### src/sv/kabf_pkg.sv
// ----------------------------------------------------------------------------
// kabf_pkg: shared types and constants for the angle/bias Kalman filter
// Widths, register indexes, controller states, datapath commands and a saturation function.
// ----------------------------------------------------------------------------
package kabf_pkg;

  localparam int unsigned DataW        = 32;
  localparam int unsigned RegW         = 31;
  localparam int unsigned CfgIdxW      = 2;
  localparam int unsigned AngleFracDef = 16;
  localparam int unsigned CovFracDef   = 28;

  // Register reset values (unsigned Q3.28)
  localparam logic [RegW-1:0] QAngleRst   = 31'd2684355;
  localparam logic [RegW-1:0] QGyroRst    = 31'd80531;
  localparam logic [RegW-1:0] RAngleRst   = 31'd2684355;
  localparam logic [RegW-1:0] TimeStepRst = 31'd2684355;

  typedef enum logic [CfgIdxW-1:0] {
    REG_Q_ANGLE   = 2'd0,
    REG_Q_GYRO    = 2'd1,
    REG_R_ANGLE   = 2'd2,
    REG_TIME_STEP = 2'd3
  } reg_idx_e;

  // Datapath micro-operations, one per controller step
  typedef enum logic [4:0] {
    OP_NONE,
    OP_LOAD,
    OP_M_PRED,
    OP_M_T10,
    OP_M_T01,
    OP_M_QA,
    OP_M_T11,
    OP_M_QG,
    OP_FORM_P,
    OP_FORM_S,
    OP_DIV0_START,
    OP_DIV1_START,
    OP_M_K0Y,
    OP_M_K1Y,
    OP_M_K0P00,
    OP_M_K0P01,
    OP_M_K1P00,
    OP_M_K1P01,
    OP_COMMIT
  } op_e;

  typedef enum logic [4:0] {
    ST_IDLE,
    ST_LOAD,
    ST_M_PRED,
    ST_M_T10,
    ST_M_T01,
    ST_M_QA,
    ST_M_T11,
    ST_M_QG,
    ST_FORM_P,
    ST_FORM_S,
    ST_DIV0,
    ST_DIV0_WAIT,
    ST_DIV1,
    ST_DIV1_WAIT,
    ST_M_K0Y,
    ST_M_K1Y,
    ST_M_K0P00,
    ST_M_K0P01,
    ST_M_K1P00,
    ST_M_K1P01,
    ST_COMMIT,
    ST_OUT
  } state_e;

  typedef struct packed {
    op_e op;
  } dp_cmd_t;

  typedef struct packed {
    logic div_busy;
  } dp_sts_t;

  function automatic logic signed [DataW-1:0] sat32(input logic signed [65:0] v);
    logic signed [65:0] hi;
    logic signed [65:0] lo;
    hi = 66'sd2147483647;
    lo = -66'sd2147483648;
    if (v > hi) begin
      return 32'sh7fffffff;
    end else if (v < lo) begin
      return 32'sh80000000;
    end
    return v[DataW-1:0];
  endfunction

endpackage

### src/sv/kabf_ctrl.sv
// ----------------------------------------------------------------------------
// kabf_ctrl: sequencer for the filter datapath
// Steps through predict, divide and correct, then presents the result.
// ----------------------------------------------------------------------------
module kabf_ctrl (
  input  logic               clk_i,
  input  logic               rst_ni,
  input  logic               in_valid_i,
  output logic               in_ready_o,
  output logic               out_valid_o,
  input  logic               out_ready_i,
  output kabf_pkg::dp_cmd_t  cmd_o,
  input  kabf_pkg::dp_sts_t  sts_i
);
  kabf_pkg::state_e state_q, state_d;

  // next state
  always_comb begin
    state_d = state_q;
    unique case (state_q)
      kabf_pkg::ST_IDLE:      if (in_valid_i) state_d = kabf_pkg::ST_LOAD;
      kabf_pkg::ST_LOAD:      state_d = kabf_pkg::ST_M_PRED;
      kabf_pkg::ST_M_PRED:    state_d = kabf_pkg::ST_M_T10;
      kabf_pkg::ST_M_T10:     state_d = kabf_pkg::ST_M_T01;
      kabf_pkg::ST_M_T01:     state_d = kabf_pkg::ST_M_QA;
      kabf_pkg::ST_M_QA:      state_d = kabf_pkg::ST_M_T11;
      kabf_pkg::ST_M_T11:     state_d = kabf_pkg::ST_M_QG;
      kabf_pkg::ST_M_QG:      state_d = kabf_pkg::ST_FORM_P;
      kabf_pkg::ST_FORM_P:    state_d = kabf_pkg::ST_FORM_S;
      kabf_pkg::ST_FORM_S:    state_d = kabf_pkg::ST_DIV0;
      kabf_pkg::ST_DIV0:      state_d = kabf_pkg::ST_DIV0_WAIT;
      kabf_pkg::ST_DIV0_WAIT: if (!sts_i.div_busy) state_d = kabf_pkg::ST_DIV1;
      kabf_pkg::ST_DIV1:      state_d = kabf_pkg::ST_DIV1_WAIT;
      kabf_pkg::ST_DIV1_WAIT: if (!sts_i.div_busy) state_d = kabf_pkg::ST_M_K0Y;
      kabf_pkg::ST_M_K0Y:     state_d = kabf_pkg::ST_M_K1Y;
      kabf_pkg::ST_M_K1Y:     state_d = kabf_pkg::ST_M_K0P00;
      kabf_pkg::ST_M_K0P00:   state_d = kabf_pkg::ST_M_K0P01;
      kabf_pkg::ST_M_K0P01:   state_d = kabf_pkg::ST_M_K1P00;
      kabf_pkg::ST_M_K1P00:   state_d = kabf_pkg::ST_M_K1P01;
      kabf_pkg::ST_M_K1P01:   state_d = kabf_pkg::ST_COMMIT;
      kabf_pkg::ST_COMMIT:    state_d = kabf_pkg::ST_OUT;
      kabf_pkg::ST_OUT:       if (out_ready_i) state_d = kabf_pkg::ST_IDLE;
      default:                state_d = kabf_pkg::ST_IDLE;
    endcase
  end

  // at most one datapath op per state; the sample is loaded on the accept cycle
  always_comb begin
    cmd_o.op    = kabf_pkg::OP_NONE;
    in_ready_o  = 1'b0;
    out_valid_o = 1'b0;
    unique case (state_q)
      kabf_pkg::ST_IDLE:      in_ready_o = 1'b1;
      kabf_pkg::ST_LOAD:      cmd_o.op = kabf_pkg::OP_NONE;
      kabf_pkg::ST_M_PRED:    cmd_o.op = kabf_pkg::OP_M_PRED;
      kabf_pkg::ST_M_T10:     cmd_o.op = kabf_pkg::OP_M_T10;
      kabf_pkg::ST_M_T01:     cmd_o.op = kabf_pkg::OP_M_T01;
      kabf_pkg::ST_M_QA:      cmd_o.op = kabf_pkg::OP_M_QA;
      kabf_pkg::ST_M_T11:     cmd_o.op = kabf_pkg::OP_M_T11;
      kabf_pkg::ST_M_QG:      cmd_o.op = kabf_pkg::OP_M_QG;
      kabf_pkg::ST_FORM_P:    cmd_o.op = kabf_pkg::OP_FORM_P;
      kabf_pkg::ST_FORM_S:    cmd_o.op = kabf_pkg::OP_FORM_S;
      kabf_pkg::ST_DIV0:      cmd_o.op = kabf_pkg::OP_DIV0_START;
      kabf_pkg::ST_DIV1:      cmd_o.op = kabf_pkg::OP_DIV1_START;
      kabf_pkg::ST_M_K0Y:     cmd_o.op = kabf_pkg::OP_M_K0Y;
      kabf_pkg::ST_M_K1Y:     cmd_o.op = kabf_pkg::OP_M_K1Y;
      kabf_pkg::ST_M_K0P00:   cmd_o.op = kabf_pkg::OP_M_K0P00;
      kabf_pkg::ST_M_K0P01:   cmd_o.op = kabf_pkg::OP_M_K0P01;
      kabf_pkg::ST_M_K1P00:   cmd_o.op = kabf_pkg::OP_M_K1P00;
      kabf_pkg::ST_M_K1P01:   cmd_o.op = kabf_pkg::OP_M_K1P01;
      kabf_pkg::ST_COMMIT:    cmd_o.op = kabf_pkg::OP_COMMIT;
      kabf_pkg::ST_OUT:       out_valid_o = 1'b1;
      default:                cmd_o.op = kabf_pkg::OP_NONE;
    endcase
    if (state_q == kabf_pkg::ST_IDLE && in_valid_i) begin
      cmd_o.op = kabf_pkg::OP_LOAD;
    end
  end

  always_ff @(posedge clk_i or negedge rst_ni) begin
    if (!rst_ni) begin
      state_q <= kabf_pkg::ST_IDLE;
    end else begin
      state_q <= state_d;
    end
  end
endmodule
### config.mk
export PLATFORM = sky130hd
export DESIGN_NAME = kabf_ctrl
export DESIGN_NICKNAME = d
export VERILOG_FILES = /design/src/sv/kabf_pkg.sv /design/src/sv/kabf_ctrl.sv
export SDC_FILE = /design/constraint.sdc
export NUM_CORES = 1
export LEC_CHECK = 0
export BUFFER_PORTS_ARGS = -buffer_cell sky130_fd_sc_hd__buf_2
export CORE_AREA = 2 2 39 41
export DETAILED_ROUTE_END_ITERATION = 7
export DIE_AREA = 0 0 41 43
export PLACE_DENSITY = 0.62
export SKIP_CTS_REPAIR_TIMING = 1
export SKIP_LAST_GASP = 1
export SLEW_MARGIN = 10
export SYNTH_ARGS = -nofsm -noshare
export SYNTH_HDL_FRONTEND = slang
export SYNTH_SLANG_ARGS = --single-unit
### constraint.sdc
create_clock -name clk_i -period 1.77 [get_ports clk_i]
set_input_delay 0.4425 -clock clk_i [delete_from_list [all_inputs] [get_ports clk_i]]
set_output_delay 0.4425 -clock clk_i [all_outputs]
set_load 0.02 [all_outputs]
### After elaboration in Yosys (flattened, before gate mapping)

Index checks and enable logic that the tools add are counted.

* flip-flop bits (word level): 5
* input bits: 5

* equal/unequal tests: 25
* muxes and demuxes: 9
* reductions and logical operators: 3

Operators by type and width (count)
* case mux 5 bit (22 select lines): 1
* case mux 5 bit (17 select lines): 1
* == test 5 x 4 -> 1 bit, second input constant: 8
* == test 5 bit, second input constant: 6
* 2-to-1 mux 5 bit: 5
* == test 5 x 3 -> 1 bit, second input constant: 4
* == test 5 x 2 -> 1 bit, second input constant: 2
* inequality test 2 bit, second input constant: 4
* == test 5 x 1 -> 1 bit, second input constant: 1
* logical NOT 5 bit: 1
* AND reduction 4 bit: 1
* 2-to-1 mux 1 bit: 2
* logical AND 1 bit: 1

### Longest topological paths before layout

Gate-level depths: netlist of run 1.

* depth in word-level cells: 3
* mapped depth: 5

### Worst setup path after synthesis of run 1

No wires, ideal clock.

* path type: reg2out
* start: reg state_q[2]
* end: out cmd_o[0] in the netlist's numbering
* data arrival time: 1.437 ns
* data required time: 1.327 ns
* setup slack: -0.110 ns
* cell stages (with the launch flop): 6
* buffers on the path: 1
* cell sequence: dfrtp_1 buf_2 nor2b_1 xor2_1 a21oi_1 o311ai_1

RTL lines
* from (decl): line kabf_ctrl.sv:15 `kabf_pkg::state_e state_q, state_d;`
* from (signal assigned): line kabf_ctrl.sv:82 `state_q <= kabf_pkg::ST_IDLE;`
* from (signal assigned): line kabf_ctrl.sv:84 `state_q <= state_d;`
* to (decl): line kabf_ctrl.sv:12 `output kabf_pkg::dp_cmd_t cmd_o,`

==> reports/qor.yml, run 1 <==
hold_start: "sts_i"
grt-ovfl-total: 0
finalHoldViolCount: 0
synth_cells: 69
cp.required_ns: 1.33
synthXorXnorAreaFrac_pct: 5.04
cap_viol_max_count: 0
final_layout_size_suffix_gt1_share_pct: 47.3
synth_compound_area_share_pct: 30.0
synth_top_family_by_area: "compound AO/OA/AOI/OAI gates"
via_per_inst: 5.54
n_antenna_cell: 0
min_period_ns: 2.02
synthAdderAreaFrac_pct: 0
syn_area_per_cell_um2: 7.56
clk_path_buf_depth: 2
arrival_ns: 1.58
hold_depth: 3
cts_buffers: 3
dieWidth_um: 41
worst_slack_ns: -0.252
grt_max_degree: 15
largest_reg_flops: 5
rows: 14
cts_tree: "done"
ir_worst_vdd_uv: 1300
path_max_fanout: 5
register_area_um2: 128
leakagePower_nw: 0.353
finalNetCount: 99
endpoint_kind: "output port"
rsz0062_at_grt: "true"
r2r_start: "state_q[3]"
routedWlPerCell_um: 14.0
muxShareOfSynthArea_pct: 4.80
num_vias: 604
hpwlAfterDp_mm: 1.08
fin_skew_ns: 0.00262
period_share_pct: 114
reg2regPathDepth: 5
fmaxAchievable_ghz: 0.495
antenna_found_initial: 0
design.core.area_um2: 1380
hold_end: "state_q[1]"
ff2ff_setup_slack_ns: 0
pin_count: 12
setup_viol: 6
port_buffers: 11
path_clk_slew_ns: 0.05
violations: "setup timing"
ys_types: 33
die_h_um: 43
cts.sinks: 5
finalSetupTns_ns: -0.843
htreeDepth: 1
finalMaxSlewViolations: 0
top_regs: "state_q: 5 flops"
hp-class: "input port to flip-flop"
gp_congestion: 0.833
grt_pass1_vias: 515
drtPass1Iterations: 2
ys_seq_area_share_pct: 24.0
area_growth_pct: 47.2
fillers: 134
utilization_pct: 55.5
multi_input_area_um2: 389
synth_area_um2: 522
synth_warnings: 0
start_util_pct: 37.7
grt_pass1_wl_mm: 2.28
drc_errors: 0
ys_ff_latch: 5
crit_type: "flip-flop to output port"
dieArea_um2: 1760
worst_pin_slew_ns: 0.283
synth_simple_gate_area_share_pct: 26.9
track_usage_pct: 19.3
status: "complete, but fails checks"
routed_wirelength_mm: 1.53
start_kind: "flip-flop"
drtIter0Drc: 12
max_flop_register: "state_q"
dpl_worst_slack_ns: -0.0215
reg2reg_to: "state_q[2]"
synth_nets: 74
ant_nets: 0
clk_latency_ns: 0.25
maxSlewHeadroom_pct: 81.1
p_per_area_nw_per_um2: 2300
cts_root_buffer: "clkbuf_4"
cell usage in the layout, fill, tap and decap left out, types with 2 or more instances in the layout:
master,count
clkbuf_4,3
nor2_4,2
nand3_1,2
nor3_1,4
a21oi_1,7
o21ai_1,2
inv_1,2
a211o_1,2
or4_4,2
xnor2_1,2
nand2_1,7
nor2_1,4
dfrtp_1,3
buf_2,6
buf_4,19
dfrtp_2,2
o21ai_0,2
per-layer routing:
| metal | global-route usage (%) | routed length, um | part of all wire [%] | vias up |
|---|---|---|---|---|
| met1 | 26.4 | 669 | 44 | 289 |
| met5 | 0 | 0 | 0 | - |
| li1 | - | - | - | 295 |
| met3 | 4.71 | 75 | 4.9 | 4 |
| met2 | 26.9 | 750 | 49 | 16 |
| met4 | 10.0 | 31 | 2.0 | 0 |
power by group:
part	switching, mW	internal, mW
clock	0.0557	0.0858
sequential	0.0854	0.178
combinational	0.718	0.647
Yosys cell counts:
cell	number	area share, %
o31ai_4	1	4.1
a41o_1	1	1.9
inv_2	1	0.72
a211o_1	2	3.4
buf_6	1	2.2
a21oi_1	8	7.7
xor2_1	1	1.7
o211ai_1	1	1.4
nand3_1	2	1.9
nand2_1	7	5.0
nand2b_4	1	2.6
a21o_1	1	1.4
a211oi_1	1	1.4
inv_1	2	1.4
mux2_4	1	2.9
nor2_1	7	5.0
mux2i_1	1	1.9
or2_1	1	1.2
buf_2	3	2.9
o2bb2ai_1	1	1.7
o21ai_0	4	3.8
clkbuf_1	2	1.4
nor3_1	4	3.8
dfrtp_1	5	24
or4_4	1	2.2
buf_1	1	0.72
or4_1	1	1.4
xnor2_1	2	3.4
nor2b_1	1	1.2
a22oi_1	1	1.4
and2_1	1	1.2
o311ai_1	1	1.7
and3_1	1	1.2
logic make-up (layout without fill, tap and decap cells):
group | count (synthesis) | after routing
flops | 5 | 5
compound gates | 22 | 22
buf+inv | 10 | 34
simple gates | 27 | 27
xor+xnor | 3 | 3
mux | 2 | 2
layout make-up:
class | instances | share of cell area (%)
clock buffers | 4 | 3.42
repair buffers | 27 | 25.2
flip-flops and latches | 5 | 16.6
multi-input cells | 54 | 50.7
inverters | 3 | 1.47
well taps | 16 | 2.61
worst max-delay path, stage by stage (launching register included):
cell	delay, ns
dfrtp_2	0.44
nor2_4	0.13
a21oi_2	0.06
or4_4	0.42
o311ai_2	0.09
buf_4	0.18
worst max-delay path by stage:
| stage | startpoint | to | slack [ns] | cells past startpoint |
|---|---|---|---|---|
| final | state_q[2] | cmd_o[0] | -0.25 | 5 |
| after global routing | state_q[2] | cmd_o[0] | -0.29 | 5 |
| after CTS | state_q[3] | cmd_o[0] | -0.31 | 5 |
| after detailed placement | state_q[3] | cmd_o[0] | -0.02 | 5 |
| after global placement | state_q[3] | cmd_o[0] | 0.01 | 5 |
| after floorplan | state_q[3] | cmd_o[0] | -0.04 | 5 |
per-stage QoR:
step                instance area [um^2]  total power, mW  hold WS, ns  instances
floorplan                            536             1.06        0.147         69
global placement                     686             1.46        0.258        104
detailed placement                   686             1.46        0.259        104
CTS                                  712             1.62      -0.0123        108
global route                         768             1.89        0.555        109
finish                               768             1.77        0.522        109
Note: power is estimated with default switching activity, not from simulation.
==> run 2: changes to the inputs <==
SETUP_SLACK_MARGIN = 0.15   (was unset)
==> run 2 against run 1 <==
The run still ends with setup timing left. Count of clock-buffer cells in the layout unchanged. Utilization increased by 6.8 points. Non-clock buffer count increased by 6. Sequential share of layout area decreased by 1.8 points. Cell count increased by 5.5%. Highest routed layer unchanged. Cell area increased by 12%. Sequential cell count unchanged. Critical endpoint unchanged. Die area unchanged. Critical path depth unchanged. Register-to-register slack about the same.
==> reports/qor.yml, run 2 (synthesis results as in run 1) <==
maxSlewHeadroom_pct: 83.2
period_share_pct: 114
hold_depth: 3
area_growth_pct: 65.2
finalHoldViolCount: 0
drtPass1Iterations: 4
htreeDepth: 1
top_usage_layer: "met2"
grt-ovfl-total: 0
endpoint_kind: "output port"
clk_latency_ns: 0.26
cts_root_buffer: "clkbuf_4"
cts.sinks: 5
reg2regPathDepth: 5
largest_reg_flops: 5
cts_buffers: 3
cap_viol_max_count: 0
final_common_cell: "buf_4"
layout_common_cells: "buf_4 (21), a21oi_1 (8), nand2_1 (7)"
final_layout_size_suffix_gt1_share_pct: 53.5
status: "complete, but fails checks"
fmaxAchievable_ghz: 0.495
met1_usage_pct: 27.3
path_clk_slew_ns: 0.05
pin_count: 12
port_buffers: 11
max_stage_delay_ns: 0.43
clk_path_buf_depth: 2
antenna_found_initial: 0
max_flop_register: "state_q"
via_per_inst: 5.29
leakagePower_nw: 0.395
gr-usage-met2_pct: 28.1
min_period_ns: 2.02
gp_congestion: 0.796
die_h_um: 43
dieWidth_um: 41
finalNetCount: 105
violations: "setup timing"
dp_cells: 107
hpwlAfterDp_mm: 1.12
start_util_pct: 37.7
top_regs: "state_q: 5 flops"
worst_pin_slew_ns: 0.250
p_per_area_nw_per_um2: 2330
setup_viol: 6
grt_max_degree: 15
path_max_fanout: 5
grtUsageMet3_pct: 6.28
num_vias: 608
drc_errors: 0
fin_skew_ns: 0.0103
grt_pass1_vias: 529
final_cells: 115
rows: 14
drtIter0Drc: 10
track_usage_pct: 19.9
cp.required_ns: 1.33
routedWlPerCell_um: 13.9
design.core.area_um2: 1380
utilization_pct: 62.3
dieArea_um2: 1760
power_mw: 2.01
start_kind: "flip-flop"
crit_slowest_cell: "dfrtp_2"
arrival_ns: 1.58
ant_nets: 0
finalMaxSlewViolations: 0
hp-class: "input port to flip-flop"
path_cells: "and2_4, a21oi_1, or4_4, o311ai_4, buf_6"
grt_pass1_wl_mm: 2.31
hold_ws_ns: 0.513
n_antenna_cell: 0
worst_slack_ns: -0.248
rsz0062_at_grt: "true"
ir_worst_vdd_uv: 1080
crit_type: "flip-flop to output port"
cts_tree: "done"
routed_wirelength_mm: 1.59
[run 2: through the flow]
step	worst slack [ns]	setup TNS [ns]	area, um^2
floorplan	0.0611	0	567
CTS	-0.356	-1.17	761
detailed placement	-0.0763	-0.0763	734
global route	-0.285	-1.12	862
global placement	-0.0436	-0.0436	734
finish	-0.248	-0.798	862
[run 2: critical path: cells and delay by family (launching register included)]
family | cells | cell delay, ns
AO/OA/AOI/OAI | 2 | 0.14
buffers and inverters | 1 | 0.16
flip-flops | 1 | 0.43
AND/OR/NAND/NOR | 2 | 0.60
[run 2: layout make-up]
class / instances / area, um^2
multi-input cells: 54 / 417
clock buffers: 4 / 26.3
inverters: 3 / 11.3
flip-flops and latches: 5 / 128
fillers: 129 / 522
repair buffers: 33 / 260
well taps: 16 / 20.0
[run 2: worst paths after layout]
| kind | startpoint | slack (ns) | end |
|---|---|---|---|
| worst max-delay path | state_q[2] | -0.25 | cmd_o[0] |
| worst min-delay path | sts_i | 0.51 | state_q[1] |
| worst max register to register | state_q[3] | 0.01 | state_q[2] |
| worst min register to register | state_q[4] | 0.78 | state_q[3] |
| max in group asynchronous | rst_ni | 1.10 | state_q[2] |
| min in group asynchronous | rst_ni | 0.52 | state_q[4] |
[run 2: power by group]
part           total, mW  leakage (nW)  internal (mW)  switching (mW)
combinational       1.61         0.321          0.807           0.801
clock              0.144        0.0150         0.0860          0.0582
sequential         0.254        0.0590          0.178          0.0758
total               2.01         0.395           1.07           0.935
[run 2: metal layers]
layer  share of wire [%]  up-vias
met2                  48       15
met1                  45      279
met5                   0        -
li1                    -      309
met4                 1.8        0
met3                 5.1        5
